File: src/rtl/core/jse_pkg.sv
`timescale 1ns / 1ps
// ----------------------------------------------------------------------------
// jse_pkg
// Shared types and constants for the JSON string escaper.
// ----------------------------------------------------------------------------
package jse_pkg;

	localparam int OCT_MAX   = 8;              // most octets one item can expand to
	localparam int OCT_IDX_W = $clog2(OCT_MAX);
	localparam int Q_DEPTH   = 4;              // entries in the front/back queue
	localparam int Q_PTR_W   = $clog2(Q_DEPTH);
	localparam int Q_LVL_W   = Q_PTR_W + 1;

	localparam logic [7:0] CH_QUOTE  = 8'h22;
	localparam logic [7:0] CH_BSLASH = 8'h5c;
	localparam logic [7:0] CH_SPACE  = 8'h20;
	localparam logic [7:0] CH_BEL    = 8'h07;
	localparam logic [7:0] CH_TAB    = 8'h09;
	localparam logic [7:0] CH_LF     = 8'h0a;
	localparam logic [7:0] CH_FF     = 8'h0c;
	localparam logic [7:0] CH_CR     = 8'h0d;
	localparam logic [7:0] CH_LC_B   = 8'h62;
	localparam logic [7:0] CH_LC_F   = 8'h66;
	localparam logic [7:0] CH_LC_N   = 8'h6e;
	localparam logic [7:0] CH_LC_R   = 8'h72;
	localparam logic [7:0] CH_LC_T   = 8'h74;
	localparam logic [7:0] CH_LC_U   = 8'h75;
	localparam logic [7:0] CH_ZERO   = 8'h30;

	// One classified item: the octets to send and the index of the final one
	typedef struct packed {
		logic [OCT_MAX-1:0][7:0] octs;
		logic [OCT_IDX_W-1:0]    last_idx;
	} jse_desc_t;

	// Queue status seen by the back end
	typedef struct packed {
		logic               head_valid;
		logic               full;
		logic [Q_LVL_W-1:0] level;
	} jse_qstat_t;

	// Lower-case hex digit for a nibble
	function automatic logic [7:0] hex_digit(input logic [3:0] nib);
		logic [7:0] d;
		unique case (nib)
			4'h0: d = 8'h30;
			4'h1: d = 8'h31;
			4'h2: d = 8'h32;
			4'h3: d = 8'h33;
			4'h4: d = 8'h34;
			4'h5: d = 8'h35;
			4'h6: d = 8'h36;
			4'h7: d = 8'h37;
			4'h8: d = 8'h38;
			4'h9: d = 8'h39;
			4'ha: d = 8'h61;
			4'hb: d = 8'h62;
			4'hc: d = 8'h63;
			4'hd: d = 8'h64;
			4'he: d = 8'h65;
			default: d = 8'h66;
		endcase
		return d;
	endfunction

endpackage

File: src/rtl/core/jse_classify.sv
`timescale 1ns / 1ps
// ----------------------------------------------------------------------------
// jse_classify
// Front end: turns one string octet and its flags into the list of octets
// that the back end sends, with opening and closing quotes in place.
// ----------------------------------------------------------------------------
module jse_classify import jse_pkg::*; (
	input  logic [7:0] data_byte,
	input  logic       first_byte,
	input  logic       last_byte,
	input  logic       empty_string,
	output jse_desc_t  desc
);

	logic [OCT_MAX-1:0][7:0] body;
	logic [OCT_IDX_W-1:0]    body_n;
	logic [7:0]              code;
	logic [OCT_IDX_W-1:0]    j;
	logic [OCT_IDX_W:0]      total;

	// Escape the octet itself
	always_comb begin
		body = '0;
		code = '0;
		unique case (data_byte)
			CH_LF:   code = CH_LC_N;
			CH_CR:   code = CH_LC_R;
			CH_TAB:  code = CH_LC_T;
			CH_FF:   code = CH_LC_F;
			CH_BEL:  code = CH_LC_B;
			default: code = '0;
		endcase
		if (data_byte == CH_QUOTE || data_byte == CH_BSLASH) begin
			body[0] = CH_BSLASH;
			body[1] = data_byte;
			body_n  = OCT_IDX_W'(2);
		end else if (data_byte >= CH_SPACE) begin
			body[0] = data_byte;
			body_n  = OCT_IDX_W'(1);
		end else if (code != '0) begin
			body[0] = CH_BSLASH;
			body[1] = code;
			body_n  = OCT_IDX_W'(2);
		end else begin
			body[0] = CH_BSLASH;
			body[1] = CH_LC_U;
			body[2] = CH_ZERO;
			body[3] = CH_ZERO;
			body[4] = hex_digit(data_byte[7:4]);
			body[5] = hex_digit(data_byte[3:0]);
			body_n  = OCT_IDX_W'(6);
		end
	end

	// Place quotes around the escaped body
	always_comb begin
		desc  = '0;
		j     = '0;
		total = {1'b0, body_n} + (OCT_IDX_W+1)'(first_byte) + (OCT_IDX_W+1)'(last_byte);
		if (empty_string) begin
			desc.octs[0]  = CH_QUOTE;
			desc.octs[1]  = CH_QUOTE;
			desc.last_idx = OCT_IDX_W'(1);
		end else begin
			for (int i = 0; i < OCT_MAX; i++) begin
				j = OCT_IDX_W'(i) - OCT_IDX_W'(first_byte);
				if (first_byte && i == 0) begin
					desc.octs[i] = CH_QUOTE;
				end else if (j < body_n) begin
					desc.octs[i] = body[j];
				end else begin
					desc.octs[i] = CH_QUOTE;
				end
			end
			desc.last_idx = OCT_IDX_W'(total - 1'b1);
		end
	end

endmodule

File: src/rtl/core/jse_queue.sv
`timescale 1ns / 1ps
// ----------------------------------------------------------------------------
// jse_queue
// Short queue of classified items between the front and back ends.
// ----------------------------------------------------------------------------
module jse_queue import jse_pkg::*; (
	input  logic       clk,
	input  logic       arst_n,
	input  logic       push,
	input  jse_desc_t  push_desc,
	input  logic       pop,
	output jse_desc_t  head_desc,
	output jse_qstat_t stat
);

	jse_desc_t          mem_q [Q_DEPTH];
	logic [Q_PTR_W-1:0] wr_ptr_q;
	logic [Q_PTR_W-1:0] rd_ptr_q;
	logic [Q_LVL_W-1:0] level_q;
	logic               do_push;
	logic               do_pop;

	assign do_push = push && (level_q != Q_LVL_W'(Q_DEPTH));
	assign do_pop  = pop && (level_q != '0);

	// Store items
	always_ff @(posedge clk) begin
		if (do_push) begin
			mem_q[wr_ptr_q] <= push_desc;
		end
	end

	// Advance pointers and fill level
	always_ff @(posedge clk or negedge arst_n) begin
		if (!arst_n) begin
			wr_ptr_q <= '0;
			rd_ptr_q <= '0;
			level_q  <= '0;
		end else begin
			if (do_push) wr_ptr_q <= wr_ptr_q + 1'b1;
			if (do_pop)  rd_ptr_q <= rd_ptr_q + 1'b1;
			level_q <= level_q + Q_LVL_W'(do_push) - Q_LVL_W'(do_pop);
		end
	end

	assign head_desc       = mem_q[rd_ptr_q];
	assign stat.head_valid = (level_q != '0);
	assign stat.full       = (level_q == Q_LVL_W'(Q_DEPTH));
	assign stat.level      = level_q;

endmodule

File: src/rtl/core/jse_emit.sv
`timescale 1ns / 1ps
// ----------------------------------------------------------------------------
// jse_emit
// Back end: walks the head item one octet per cycle into the output register
// while m_tready does not hold it, and pops it as its final octet is loaded.
// ----------------------------------------------------------------------------
module jse_emit import jse_pkg::*; (
	input  logic                 clk,
	input  logic                 arst_n,
	input  jse_desc_t            head_desc,
	input  jse_qstat_t           stat,
	output logic                 pop,
	output logic [OCT_IDX_W-1:0] idx,
	output logic                 m_tvalid,
	input  logic                 m_tready,
	output logic [7:0]           m_tdata,   // [7:0] out_byte
	output logic                 m_tlast
);

	logic [OCT_IDX_W-1:0] idx_q;
	logic                 m_tvalid_q;
	logic [7:0]           m_tdata_q;
	logic                 m_tlast_q;
	logic                 load;
	logic                 at_end;

	assign load   = stat.head_valid && (!m_tvalid_q || m_tready);
	assign at_end = (idx_q == head_desc.last_idx);
	assign pop    = load && at_end;

	// Hold control state
	always_ff @(posedge clk or negedge arst_n) begin
		if (!arst_n) begin
			idx_q      <= '0;
			m_tvalid_q <= 1'b0;
		end else begin
			if (load) begin
				idx_q <= at_end ? '0 : idx_q + 1'b1;
			end
			if (load) begin
				m_tvalid_q <= 1'b1;
			end else if (m_tready) begin
				m_tvalid_q <= 1'b0;
			end
		end
	end

	// Load the output register
	always_ff @(posedge clk) begin
		if (load) begin
			m_tdata_q <= head_desc.octs[idx_q];
			m_tlast_q <= at_end;
		end
	end

	assign idx      = idx_q;
	assign m_tvalid = m_tvalid_q;
	assign m_tdata  = m_tdata_q;
	assign m_tlast  = m_tlast_q;

endmodule

File: src/rtl/core/json_string_escaper.sv
`timescale 1ns / 1ps
// An accepted item passes through the queue and then the output register before its first octet shows on m_tdata.
// Throughput: one output octet per cycle while m_tready allows; an item expands to 1 to 8 octets.
// Plain printable octets thus pass at one item per cycle unless m_tready stalls.
// A four-entry queue lets the input run ahead while escaped octets drain.
// Reset (arst_n low) empties the queue and the output register at once; no clearing pass.
// ----------------------------------------------------------------------------
// json_string_escaper
// Quotes and escapes a byte stream as JSON-style string text; octet 0x07 is escaped as \b.
// ----------------------------------------------------------------------------
module json_string_escaper import jse_pkg::*; (
	input  logic       clk,
	input  logic       arst_n,
	input  logic       s_tvalid,
	output logic       s_tready,
	input  logic [7:0] s_tdata,   // [7:0] data_byte
	input  logic       s_tlast,   // last_byte
	input  logic [1:0] s_tuser,   // [0] first_byte, [1] empty_string
	output logic       m_tvalid,
	input  logic       m_tready,
	output logic [7:0] m_tdata,   // [7:0] out_byte
	output logic       m_tlast    // run_last
);

	jse_desc_t            in_desc;
	jse_desc_t            head_desc;
	jse_qstat_t           stat;
	logic                 pop;
	logic [OCT_IDX_W-1:0] idx;

	// Classify the incoming item
	jse_classify u_classify (
		.data_byte    (s_tdata),
		.first_byte   (s_tuser[0]),
		.last_byte    (s_tlast),
		.empty_string (s_tuser[1]),
		.desc         (in_desc)
	);

	assign s_tready = !stat.full;

	// Buffer classified items
	jse_queue u_queue (
		.clk       (clk),
		.arst_n    (arst_n),
		.push      (s_tvalid),
		.push_desc (in_desc),
		.pop       (pop),
		.head_desc (head_desc),
		.stat      (stat)
	);

	// Send octets
	jse_emit u_emit (
		.clk       (clk),
		.arst_n    (arst_n),
		.head_desc (head_desc),
		.stat      (stat),
		.pop       (pop),
		.idx       (idx),
		.m_tvalid  (m_tvalid),
		.m_tready  (m_tready),
		.m_tdata   (m_tdata),
		.m_tlast   (m_tlast)
	);

`ifndef SYNTHESIS
	a_level_bound: assert property (@(posedge clk) disable iff (!arst_n)
		stat.level <= Q_LVL_W'(Q_DEPTH))
		else $error("queue level beyond depth");

	a_idx_in_item: assert property (@(posedge clk) disable iff (!arst_n)
		stat.head_valid |-> idx <= head_desc.last_idx)
		else $error("octet index past end of item");

	a_pop_only_full_item: assert property (@(posedge clk) disable iff (!arst_n)
		pop |=> m_tvalid && m_tlast)
		else $error("item popped without its final octet");

	a_idle_idx: assert property (@(posedge clk) disable iff (!arst_n)
		!stat.head_valid |-> idx == '0)
		else $error("octet index left over with empty queue");
`endif

endmodule
File: config.mk
export PLATFORM = sky130hd
export DESIGN_NAME = json_string_escaper
export DESIGN_NICKNAME = d
export VERILOG_FILES = /design/src/rtl/core/jse_pkg.sv /design/src/rtl/core/jse_classify.sv /design/src/rtl/core/jse_queue.sv /design/src/rtl/core/jse_emit.sv /design/src/rtl/core/json_string_escaper.sv
export SDC_FILE = /design/constraint.sdc
export NUM_CORES = 1
export LEC_CHECK = 0
export BUFFER_PORTS_ARGS = -buffer_cell sky130_fd_sc_hd__clkbuf_2
export CAP_MARGIN = 10
export CORE_MARGIN = 3
export CORE_UTILIZATION = 53
export CTS_BUF_LIST = sky130_fd_sc_hd__clkbuf_4 sky130_fd_sc_hd__clkbuf_8
export CTS_CLUSTER_DIAMETER = 50
export DETAILED_ROUTE_END_ITERATION = 10
export GPL_TIMING_DRIVEN = 0
export PLACE_DENSITY_LB_ADDON = 0.2
export REMOVE_ABC_BUFFERS = 1
export SLEW_MARGIN = 20
export SYNTH_ARGS = -nofsm -noshare
export SYNTH_HDL_FRONTEND = slang
export SYNTH_SLANG_ARGS = --single-unit
File: constraint.sdc
create_clock -name clk -period 7.8 [get_ports clk]
set_input_delay 0.78 -clock clk [delete_from_list [all_inputs] [get_ports clk]]
set_output_delay 0.78 -clock clk [all_outputs]
set_load 0.005 [all_outputs]
Yosys cells after proc, flatten, opt, wreduce, memory -nomap -nowiden
Memory sizes are Yosys's and may differ from the RTL's.
Cells that the tools add are included.
- memories: 3
- bits in registers: 20
- RAM bits: 268
- output and inout bits: 11
- memory bits (read-only): 192
- mux-type cells: 44
- add/sub/neg operators: 16
- reductions and logical operators: 11
- equal/unequal tests: 10
- magnitude comparators: 18
- memories (memory ; words ; width ; rd ports ; clocked after memory_dff ; wr ports ; RTL line ; source):
    u_queue.mem_q ; 4 ; 67 ; 1 ; 0 ; 1 ; jse_queue.sv:16 ; jse_desc_t mem_q [Q_DEPTH];
    (no name shown) ; 16 ; 6 ; 1 ; 0 ; 0 ; jse_pkg.sv:46 ; unique case (nib)
    (no name shown) ; 16 ; 6 ; 1 ; 0 ; 0 ; jse_pkg.sv:46 ;
- operators by type and width (operator ; number):
    8-bit binary-select mux with 3-bit select ; 9
    8-bit 2-to-1 mux ; 19
    32-bit 2-to-1 mux ; 2
    48-bit 2-to-1 mux ; 1
    40-bit 2-to-1 mux ; 1
    3-bit by 4-bit less-than comparator with 1-bit output, second input constant ; 9
    7-bit case mux with 5 select lines ; 1
    8-bit by 4-bit equality test with 1-bit output, second input constant ; 4
    3-bit less-than comparator ; 8
    19-bit 2-to-1 mux ; 1
    16-bit 2-to-1 mux ; 1
    15-bit 2-to-1 mux ; 1
    3-bit 2-to-1 mux ; 4
    3-bit by 1-bit adder with 3-bit output ; 3
    8-bit by 3-bit equality test with 1-bit output, second input constant ; 1
    8-bit by 6-bit equality test with 1-bit output, second input constant ; 1
    8-bit by 7-bit equality test with 1-bit output, second input constant ; 1
    8-bit by 6-bit >= comparator with 1-bit output, second input constant ; 1
    8-bit nonzero test ; 1
    2-bit by 1-bit subtractor with 3-bit output, first input constant ; 2
    3-bit by 1-bit subtractor with 3-bit output, first input constant ; 2
    2-bit by 1-bit adder with 2-bit output, second input constant ; 2
    1-bit logical AND ; 4
    1-bit 2-to-1 mux ; 4
    13 further kinds ; 16

Logic depth before layout (Yosys ltp)
Gate-level depths: netlist (run 1).
- depth after elaboration: 11
- mapped depth: 13
- mapped depth without buffers: 12

Hierarchy
A second synthesis (run 1) with hierarchy kept.
- cells, all modules: 656
- area total of the unflattened synthesis: 12513.3 sq um
- by module, submodules not included (module ; area an instance (sq um) ; instances ; cells an instance):
    jse_queue ; 10128.5 ; 1 ; 392
    jse_classify ; 1332.5 ; 1 ; 203
    jse_emit ; 1048.5 ; 1 ; 60
    json_string_escaper ; 3.8 ; 1 ; 1

Least setup slack after synthesis (run 1)
OpenSTA, ideal clock, no wires.
- path type: input to register
- start: in s_tdata[1]
- end: mem u_queue.mem_q[0][2] (netlist name) (data pin)
- data required time: 7523 ps
- setup time: 277 ps
- stages: 13
- path slack: 4365 ps
- arrival: 3158 ps
- cell sequence: clkbuf_1 inv_1 ha_1 a2111o_1 nand3_1 buf_2 ha_1 inv_1 ha_1 inv_1 fa_1 xnor2_1 nor2_1
- RTL lines (element ; RTL line ; source):
    start: declaration ; json_string_escaper.sv:16 ; input logic [7:0] s_tdata,
    end: declaration ; jse_queue.sv:16 ;

==> results.py, run 1 <==
metrics = {
    "outcome": {
        "status": "finished clean",
    },
    "power_and_ir_drop": {
        "clkPwrFrac_pct": 26.0,
        "power.share.sequential_pct": 45.1,
        "internal_power_mw": 2.818,
        "swShare_pct": 30.22,
        "peakVddDrop_uv": 159.3,
        "p_leak_nw": 4.176,
        "comb_power_share_pct": 28.9,
        "p_per_area_nw_per_um2": 347.6,
        "p_switching_mw": 1.221,
        "p_total_mw": 4.039,
    },
    "worst_setup_path": {
        "worst_r2r_endpoint": "u_queue.level_q[2]",
        "r2r-start": "u_queue.rd_ptr_q[1]",
        "crit_fanout": 16,
        "start_kind": "input port",
        "critical_path.top_delay_family": "compound AO/OA/AOI/OAI gates",
        "reg2reg_depth": 13,
        "crit_chain": "clkbuf_2 -> inv_1 -> ha_1 -> nor3b_1 -> a2111o_1 -> nand3_1 -> inv_1 -> ha_1 -> a21oi_1 -> nand2_1 -> a221oi_1",
        "cpPeakStageDelay_ps": 640,
        "critical_path_class": "in -> reg",
        "cp.arrival_ps": 4580,
        "crit_buf_inv": 3,
        "cp.depth": 11,
        "critPathSlowestCell": "a221oi_1",
        "crit_path_end_kind": "flop",
        "rrSetupSlack_ps": 4290,
        "worstPathRequired_ps": 8020,
    },
    "sta": {
        "worst_slew_pin_slew_ps": 964.1,
        "setup_tns_ps": 0,
        "final-setup-viol-count": 0,
        "fin_hold_ws_ps": 136.2,
        "maxSlewViolCount": 0,
        "fmax_mhz": 229.5,
        "relSlewSlack_pct": 35.59,
        "min_period_ps": 4357,
        "fin_skew_ps": 10.85,
        "worst_slack_ps": 3443,
        "rsz0062_at_grt": "false",
        "hold_viol": 0,
        "timing.final.crit_share_pct": 55.86,
    },
    "logic_synthesis": {
        "netlist_top_cells_area": "edfxtp_1 65%, mux4_2 11%, ha_1 3.5%",
        "synth_top_cell_by_area": "edfxtp_1",
        "synth_area_um2": 10250,
        "synth_top_area_share_pct": 64.76,
        "synth_compound_area_share_pct": 4.994,
        "synth-xor-area-share_pct": 0.8547,
        "synth_top_family_by_area": "multiplexers",
        "ys_types": 53,
        "synth_edf_count": 221,
        "seq_area_frac_synth_pct": 67.45,
        "synth_ff_type": "edfxtp_1",
        "netlist_instances": 607,
        "synth.avg_cell_area_um2": 16.88,
        "synth-seq-cells": 232,
        "synth-adder-area-share_pct": 4.127,
        "synth-simple-area-share_pct": 5.946,
        "async_flop_share_pct": 4.741,
        "yosysWarnings": 0,
        "synth_mux_area_share_pct": 14.21,
    },
    "floorplanning": {
        "rows": 50,
        "coreArea_um2": 18830,
        "die-area_um2": 21040,
        "ioPinCount": 26,
        "start_util_pct": 54.42,
        "die_w_um": 145.1,
        "fp.dieH_um": 145.1,
    },
    "clocking": {
        "worst_skew_pair.late_latency_ps": 520,
        "cts_made_buffers": 39,
        "cts_sinks": 232,
        "post_cts_resized": 0,
        "htreeDepth": 2,
        "cts_tree": "built",
        "post_cts_buffers": 0,
        "cts_hold_buf": 0,
        "root_buffer": "clkbuf_8",
        "cts_buffer_depth": 3,
        "clk_pin_slew_ps": 60,
    },
    "global_route": {
        "grt_pass1_vias": 5767,
        "grt_pass1_wl_mm": 32.72,
        "antenna_found_initial": 0,
        "grt.total_usage_pct": 20.18,
        "grt_max_degree": 48,
        "grt-ovfl-total": 0,
    },
    "detailed_routing": {
        "wl_met2_mm": 10.12,
        "via_per_inst": 5.851,
        "wl_met1_mm": 8.945,
        "avgRoutedWirePerCell_um": 22.07,
        "routed_wirelength_mm": 21.06,
        "top_layer_used": "met4",
        "dr_wl_met3_mm": 1.390,
        "drt_iter0_drc": 476,
        "ant_nets": 0,
        "firstDrtPassIters": 5,
        "drc": 0,
        "via_count": 5582,
    },
    "final_layout": {
        "drive_gt1_share_pct": 23.63,
        "antenna_cells": 0,
        "area_growth_syn_to_layout_pct": 13.37,
        "postLayoutCellArea_um2": 11620,
        "fin_nets": 716,
    },
    "place": {
        "portBuffers": 25,
        "pre_cts_ws_ps": 3030,
        "gp_congestion": 0.9001,
        "hpwl_mm": 12.77,
        "place_area_um2": 10860,
    },
    "run": {
        "maxCapViolations": 0,
    },
    "hold_path": {
        "hold_class": "in -> async",
    },
}
kinds of logic after synthesis:
| family | after synthesis |
|---|---|
| AOI/OAI and AO/OA | 78 |
| xor gates and xnor gates | 10 |
| adders and majority gates | 32 |
| buffers and inverters | 57 |
| DFF | 232 |
| muxes | 80 |
| other | 1 |
| and+or+nand+nor | 117 |
per-stage QoR:
step,instances,util [%]
2_1_floorplan,596,-
3_3_place_gp,881,56.46
3_5_place_dp,888,57.69
4_1_cts,954,61.69
5_1_grt,954,61.69
6_report,954,61.69
flip-flops by register name, summed over array words and instances, names as in the netlist:
| name | cells |
|---|---|
| u_queue.mem_q | 212 |
| u_emit.m_tdata | 8 |
| u_emit.idx | 3 |
| u_queue.level_q | 3 |
| u_queue.rd_ptr_q | 2 |
| u_queue.wr_ptr_q | 2 |
| u_emit.m_tlast | 1 |
| u_emit.m_tvalid | 1 |
Yosys cell counts, types with 2 or more instances:
cell type / instances
o31ai_1: 3
o21ai_0: 16
nor2_1: 37
nand2_1: 21
nand2b_1: 4
xor2_1: 5
nor3b_1: 2
nand3b_1: 3
nand2_4: 2
mux4_2: 52
clkbuf_1: 13
nor3_1: 6
inv_1: 26
edfxtp_1: 221
or2_2: 4
a2111o_1: 2
a21o_1: 3
xnor2_1: 5
fa_1: 3
mux2i_1: 24
ha_1: 29
and3_1: 7
mux2_2: 4
o221ai_1: 5
dfrtp_1: 11
nand3_1: 9
and2_1: 4
buf_2: 11
buf_1: 3
o311ai_0: 2
a221oi_1: 3
buf_4: 3
nand4_1: 2
a31oi_1: 2
a211oi_1: 4
a21oi_1: 30
nor2b_1: 10
how the worst max path moves through the flow:
stage | start | to | slack [ps]
after floorplan | u_queue.rd_ptr_q[0] | u_queue.level_q[2] | 3280
after global placement | u_queue.rd_ptr_q[0] | u_queue.level_q[2] | 2230
after detailed placement | s_tdata[4] | u_queue.mem_q[0][23] | 3030
after CTS | s_tdata[4] | u_queue.mem_q[2][23] | 3550
after global routing | s_tdata[4] | u_queue.mem_q[2][23] | 3200
final | s_tdata[4] | u_queue.mem_q[2][23] | 3440
layout make-up:
cell class                 count  area [um^2]
fill                        1411         7213
sequential                   232         6920
multi-input combinational    337         3194
clock buffer                  51        639.4
tap                          260        325.3
timing repair buffer          32        317.8
clock inverter                15        113.9
inverter                      27        106.4
routing by layer:
layer	up-vias	global-route usage, %
met5	-	0
met1	2831	27.89
met3	53	4.403
li1	2486	-
met2	212	32.32
met4	0	6.980
layout by cell type, fill, tap and decap left out, drive strengths merged, types with 5 or more instances in the layout:
master,instances
conb,20
inv,27
buf,7
clkbuf,76
and3,7
xnor2,5
o21ai,16
nor2,37
a21oi,30
xor2,5
mux2i,24
nor2b,10
nand2,23
o221ai,5
clkinv,13
nor3,7
dfrtp,11
and2,5
edfxtp,221
ha,29
mux4,52
nand3,10
power groups by stage:
stage / clock [mW] / sequential (mW) / combinational (mW)
after global placement: 0 / 1.98 / 0.997
final: 1.05 / 1.82 / 1.17
after detailed placement: 0 / 1.85 / 1.19
after CTS: 1.08 / 1.83 / 1.19
after global routing: 1.14 / 1.85 / 1.27
after floorplan: 0 / 1.87 / 0.726
No activity file was read; power rests on OpenSTA's default activity.
==> run 2: changes to the inputs <==
==> constraint.sdc (replaced) <==
create_clock -name clk -period 4 [get_ports clk]
set_input_delay 0.4 -clock clk [delete_from_list [all_inputs] [get_ports clk]]
set_output_delay 0.4 -clock clk [all_outputs]
set_load 0.005 [all_outputs]
==> results.py, run 2 (synthesized netlist as in run 1, its figures left out) <==
metrics = {
    "sta": {
        "hold_viol": 0,
        "fin_hold_ws_ps": 84.05,
        "worst_slack_ps": 327.6,
        "relSlewSlack_pct": 38.17,
        "final-setup-viol-count": 0,
        "setup_tns_ps": 0,
        "maxSlewViolCount": 0,
        "timing.final.crit_share_pct": 91.81,
        "worst_slew_pin_slew_ps": 925.6,
        "rsz0062_at_grt": "false",
        "fmax_mhz": 272.3,
        "fin_skew_ps": 11.10,
        "min_period_ps": 3672,
    },
    "worst_setup_path": {
        "rrSetupSlack_ps": 490,
        "reg2reg_depth": 13,
        "worst_r2r_endpoint": "u_queue.level_q[2]",
        "crit_fanout": 16,
        "start_kind": "input port",
        "startpoint": "s_tdata[4]",
        "critical_path_class": "in -> reg",
        "worstPathRequired_ps": 4230,
        "cp.arrival_ps": 3900,
        "crit_path_end_kind": "flop",
        "r2r-start": "u_queue.rd_ptr_q[1]",
    },
    "final_layout": {
        "drive_gt1_share_pct": 23.74,
        "final_common_cell": "edfxtp_1",
        "fill_cells": 1409,
        "antenna_cells": 0,
        "largest_register": "u_queue.mem_q",
        "mostFrequentLayoutCells": "221 x edfxtp_1, 52 x mux4_2, 41 x clkbuf_8, 37 x nor2_1",
        "fin_nets": 717,
        "postLayoutCoreUtil_pct": 61.77,
        "area_growth_syn_to_layout_pct": 13.52,
        "largest_reg_flops": 212,
    },
    "detailed_routing": {
        "drt_iter0_drc": 479,
        "firstDrtPassIters": 5,
        "ant_nets": 0,
        "via_per_inst": 5.876,
        "avgRoutedWirePerCell_um": 22.09,
        "routed_wirelength_mm": 21.09,
        "via_count": 5612,
        "drc": 0,
    },
    "power_and_ir_drop": {
        "swShare_pct": 30.26,
        "comb_power_share_pct": 28.9,
        "power.share.sequential_pct": 45.1,
        "internal_power_mw": 5.496,
        "peakVddDrop_uv": 311.4,
        "clkPwrFrac_pct": 26.0,
        "p_leak_nw": 4.186,
        "p_per_area_nw_per_um2": 677.4,
        "p_switching_mw": 2.384,
    },
    "floorplanning": {
        "start_util_pct": 54.42,
        "die_w_um": 145.1,
        "coreArea_um2": 18830,
        "die-area_um2": 21040,
        "ioPinCount": 26,
        "rows": 50,
        "fp.dieH_um": 145.1,
    },
    "global_route": {
        "grt-ovfl-total": 0,
        "grt_pass1_wl_mm": 32.78,
        "grt_pass1_vias": 5785,
        "antenna_found_initial": 0,
        "grt.total_usage_pct": 20.21,
        "grt_max_degree": 48,
    },
    "outcome": {
        "status": "finished clean",
    },
    "clocking": {
        "worst_skew_pair.late_latency_ps": 520,
        "clk_pin_slew_ps": 60,
        "root_buffer": "clkbuf_8",
        "post_cts_buffers": 0,
        "cts_sinks": 232,
        "cts_made_buffers": 39,
        "htreeDepth": 2,
        "cts_buffer_depth": 3,
        "cts_tree": "built",
    },
    "place": {
        "hpwl_mm": 12.77,
        "pre_cts_ws_ps": -390.0,
        "portBuffers": 25,
        "gp_congestion": 0.9001,
    },
    "hold_path": {
        "whs_path_depth": 2,
        "hold_class": "in -> reg",
        "hold_path.startpoint": "m_tready",
        "whs_endpoint": "u_emit.m_tvalid",
    },
    "run": {
        "maxCapViolations": 0,
    },
}
[run 2: stage by stage]
stage	power [mW]	cells	cell area, um^2
after detailed placement	5.923	888	10860
after global routing	8.309	955	11630
after floorplan	5.067	596	10180
final	7.880	955	11630
after global placement	5.804	881	10630
after CTS	7.999	955	11630
[run 2: metal layers]
layer  wire (um)  track usage (%)  vias to the layer above  share of wire [%]
met3        1469            4.403                       57                7.0
met2       10070            32.42                      230                 48
li1            -                -                     2485                  -
met1        8948            27.89                     2840                 42
met5           0                0                        -                  0
met4         609            6.980                        0                2.9
[run 2: what timing repair did]
item                                    4_1_cts  5_1_grt
resized for setup                             0        1
hold endpoints to repair                     11        0
endpoints found under the setup margin        0       56
hold buffers                                  1        0
[run 2: worst max path at each step]
stage               slack (ps)                   end
floorplan                 -520    u_queue.level_q[2]
global placement         -1570    u_queue.level_q[2]
detailed placement        -390  u_queue.mem_q[0][23]
CTS                        130  u_queue.mem_q[2][23]
global route               110  u_queue.mem_q[2][23]
finish                     330  u_queue.mem_q[2][23]
[run 2: power groups by stage]
stage          Sequential, mW  Combinational, mW  Clock, mW
4_1_cts                  3.57               2.32       2.11
2_1_floorplan            3.65               1.42          0
3_3_place_gp             3.86               1.94          0
3_5_place_dp             3.61               2.31          0
6_report                 3.55               2.28       2.05
5_1_grt                  3.61               2.47       2.23
[run 2: layout make-up]
class / instances / area (um^2) / area share, %
Clock inverter: 15 / 113.9 / 0.9788
Tap cell: 260 / 325.3 / 2.797
Sequential cell: 232 / 6920 / 59.49
Clock buffer: 51 / 639.4 / 5.496
Timing Repair Buffer: 33 / 327.8 / 2.818
Inverter: 27 / 106.4 / 0.9143
Multi-Input combinational cell: 337 / 3199 / 27.50
[run 2: worst max-delay path: stages]
cell,delay [ps]
clkbuf_2,150
inv_1,120
ha_1,160
nor3b_1,480
a2111o_1,330
nand3_2,380
inv_1,410
ha_1,310
a21oi_1,420
nand2_1,110
a221oi_1,620
==> run 3: changes to the inputs <==
--- a/config.mk
+++ b/config.mk
@@ -8,7 +8,7 @@
 export BUFFER_PORTS_ARGS = -buffer_cell sky130_fd_sc_hd__clkbuf_2
 export CAP_MARGIN = 10
 export CORE_MARGIN = 3
-export CORE_UTILIZATION = 53
+export CORE_UTILIZATION = 45
 export CTS_BUF_LIST = sky130_fd_sc_hd__clkbuf_4 sky130_fd_sc_hd__clkbuf_8
 export CTS_CLUSTER_DIAMETER = 50
 export DETAILED_ROUTE_END_ITERATION = 10
==> results.py, run 3 (synthesized netlist as in run 1, its figures left out) <==
metrics = {
    "clocking": {
        "cts_made_buffers": 38,
        "cts_tree": "built",
        "htreeDepth": 2,
        "cts_sinks": 232,
        "clk_pin_slew_ps": 60,
        "post_cts_buffers": 0,
        "cts_buffer_depth": 3,
        "worst_skew_pair.late_latency_ps": 530,
        "root_buffer": "clkbuf_8",
    },
    "global_route": {
        "antenna_found_initial": 0,
        "grt_pass1_vias": 5694,
        "grt_pass1_wl_mm": 32.61,
        "grt.total_usage_pct": 17.54,
        "grt_max_degree": 32,
        "grt-ovfl-total": 0,
    },
    "hold_path": {
        "whs_endpoint": "u_emit.m_tvalid",
        "whs_path_depth": 2,
        "hold_class": "in -> reg",
        "hold_path.startpoint": "m_tready",
    },
    "sta": {
        "relSlewSlack_pct": 36.97,
        "hold_viol": 0,
        "worst_slack_ps": 375.5,
        "rsz0062_at_grt": "false",
        "final-setup-viol-count": 0,
        "timing.final.crit_share_pct": 90.61,
        "min_period_ps": 3624,
        "maxSlewViolCount": 0,
        "fmax_mhz": 275.9,
        "worst_slew_pin_slew_ps": 945.5,
        "fin_skew_ps": 29.37,
    },
    "power_and_ir_drop": {
        "p_leak_nw": 4.144,
        "clkPwrFrac_pct": 24.9,
        "comb_power_share_pct": 28.4,
        "power.share.sequential_pct": 46.7,
        "p_per_area_nw_per_um2": 665.5,
        "swShare_pct": 30.40,
        "p_switching_mw": 2.339,
        "internal_power_mw": 5.355,
        "peakVddDrop_uv": 312.9,
        "p_total_mw": 7.694,
    },
    "worst_setup_path": {
        "crit_chain": "buf_12 -> mux2i_1 -> xnor2_1 -> or3b_2 -> a21oi_1 -> and2_1 -> ha_1 -> inv_1 -> ha_1 -> inv_1 -> fa_1 -> xnor2_1 -> xnor2_1",
        "reg2reg_depth": 13,
        "worst_r2r_endpoint": "u_queue.level_q[2]",
        "crit_buf_inv": 3,
        "crit_fanout": 30,
        "critical_path_class": "reg -> reg",
        "rrSetupSlack_ps": 380,
        "critPathSlowestCell": "dfrtp_4",
        "startpoint": "u_queue.rd_ptr_q[1]",
        "cp.arrival_ps": 4050,
        "r2r-start": "u_queue.rd_ptr_q[1]",
        "start_kind": "flop",
        "cpPeakStageDelay_ps": 710,
        "cp_common_cell": "xnor2_1",
        "worstPathRequired_ps": 4430,
        "critical_path.top_delay_family": "adder cells",
        "crit_path_end_kind": "flop",
    },
    "floorplanning": {
        "fp.dieH_um": 156.9,
        "coreArea_um2": 22090,
        "start_util_pct": 46.38,
        "rows": 54,
        "die-area_um2": 24620,
        "die_w_um": 156.9,
        "ioPinCount": 26,
    },
    "final_layout": {
        "mostFrequentLayoutCells": "221 x edfxtp_1, 52 x mux4_2, 39 x clkbuf_8, 37 x nor2_1",
        "postLayoutCellArea_um2": 11560,
        "seq_area_um2": 6920,
        "drive_gt1_share_pct": 24.02,
        "largest_reg_flops": 212,
        "largest_register": "u_queue.mem_q",
        "final_cells": 971,
        "fin_nets": 716,
        "antenna_cells": 0,
        "final_common_cell": "edfxtp_1",
        "multi_input_area_um2": 3199,
        "fill_cells": 1822,
        "area_growth_syn_to_layout_pct": 12.82,
    },
    "run": {
        "maxCapViolations": 0,
    },
    "detailed_routing": {
        "via_count": 5519,
        "drc": 0,
        "drt_iter0_drc": 471,
        "avgRoutedWirePerCell_um": 21.81,
        "ant_nets": 0,
        "firstDrtPassIters": 6,
        "via_per_inst": 5.684,
        "routed_wirelength_mm": 21.18,
    },
    "place": {
        "dp.cells": 908,
        "pre_cts_ws_ps": -316.5,
        "hpwl_mm": 13.28,
        "place_area_um2": 10850,
        "gp_congestion": 0.8215,
        "portBuffers": 25,
    },
    "outcome": {
        "status": "finished clean",
    },
}
[run 3: how the worst max path moves through the flow]
stage               slack (ps)                   end  cells past startpoint
CTS                        210   u_queue.mem_q[2][8]                     12
global route                70  u_queue.mem_q[3][23]                     12
global placement         -1650    u_queue.level_q[2]                     11
detailed placement        -320   u_queue.mem_q[3][8]                     12
floorplan                 -520    u_queue.level_q[2]                     11
finish                     380    u_queue.level_q[2]                     13
[run 3: power by group through the flow]
stage | clock, mW | sequential (mW) | combinational, mW
after floorplan | 0 | 3.65 | 1.42
after global placement | 0 | 3.86 | 1.94
after detailed placement | 0 | 3.66 | 2.22
after CTS | 1.97 | 3.61 | 2.23
after global routing | 2.07 | 3.66 | 2.38
final | 1.92 | 3.59 | 2.18
[run 3: worst register-to-register path, stage by stage (launching register included)]
cell and delay (ps):
dfrtp_4 710, buf_12 290, mux2i_1 250, xnor2_1 100, or3b_2 450, a21oi_1 380, and2_1 190, ha_1 220
inv_1 60, ha_1 140, inv_1 50, fa_1 370, xnor2_1 200, xnor2_1 140
[run 3: per-stage QoR]
step	TNS, ps	hold slack (ps)	util, %
after floorplan	-899.4	104.4	-
after global placement	-22940	285.7	48.23
after detailed placement	-19160	292.7	49.12
after CTS	0	55.12	52.30
after global routing	0	83.72	52.33
final	0	82.19	52.33
[run 3: area by class of cell]
cell class	instances	area share, %
clock buffer	55	5.682
inverter	27	0.9199
clock inverter	7	0.3247
multi-input combinational	337	27.67
timing repair buffer	33	2.511
tap	280	3.030
sequential	232	59.86
[run 3: what timing repair did]
item | CTS | global route
endpoints found under the hold margin | 11 | 0
endpoints found under the setup margin | 0 | 73
gates resized for setup | 0 | 1
hold buffers | 1 | 0
[run 3: per-layer routing]
layer / GRT usage, % / part of all wire [%]
met1: 25.15 / 45
met2: 27.90 / 48
met3: 3.464 / 5.9
met4: 4.544 / 1.2
met5: 0 / 0
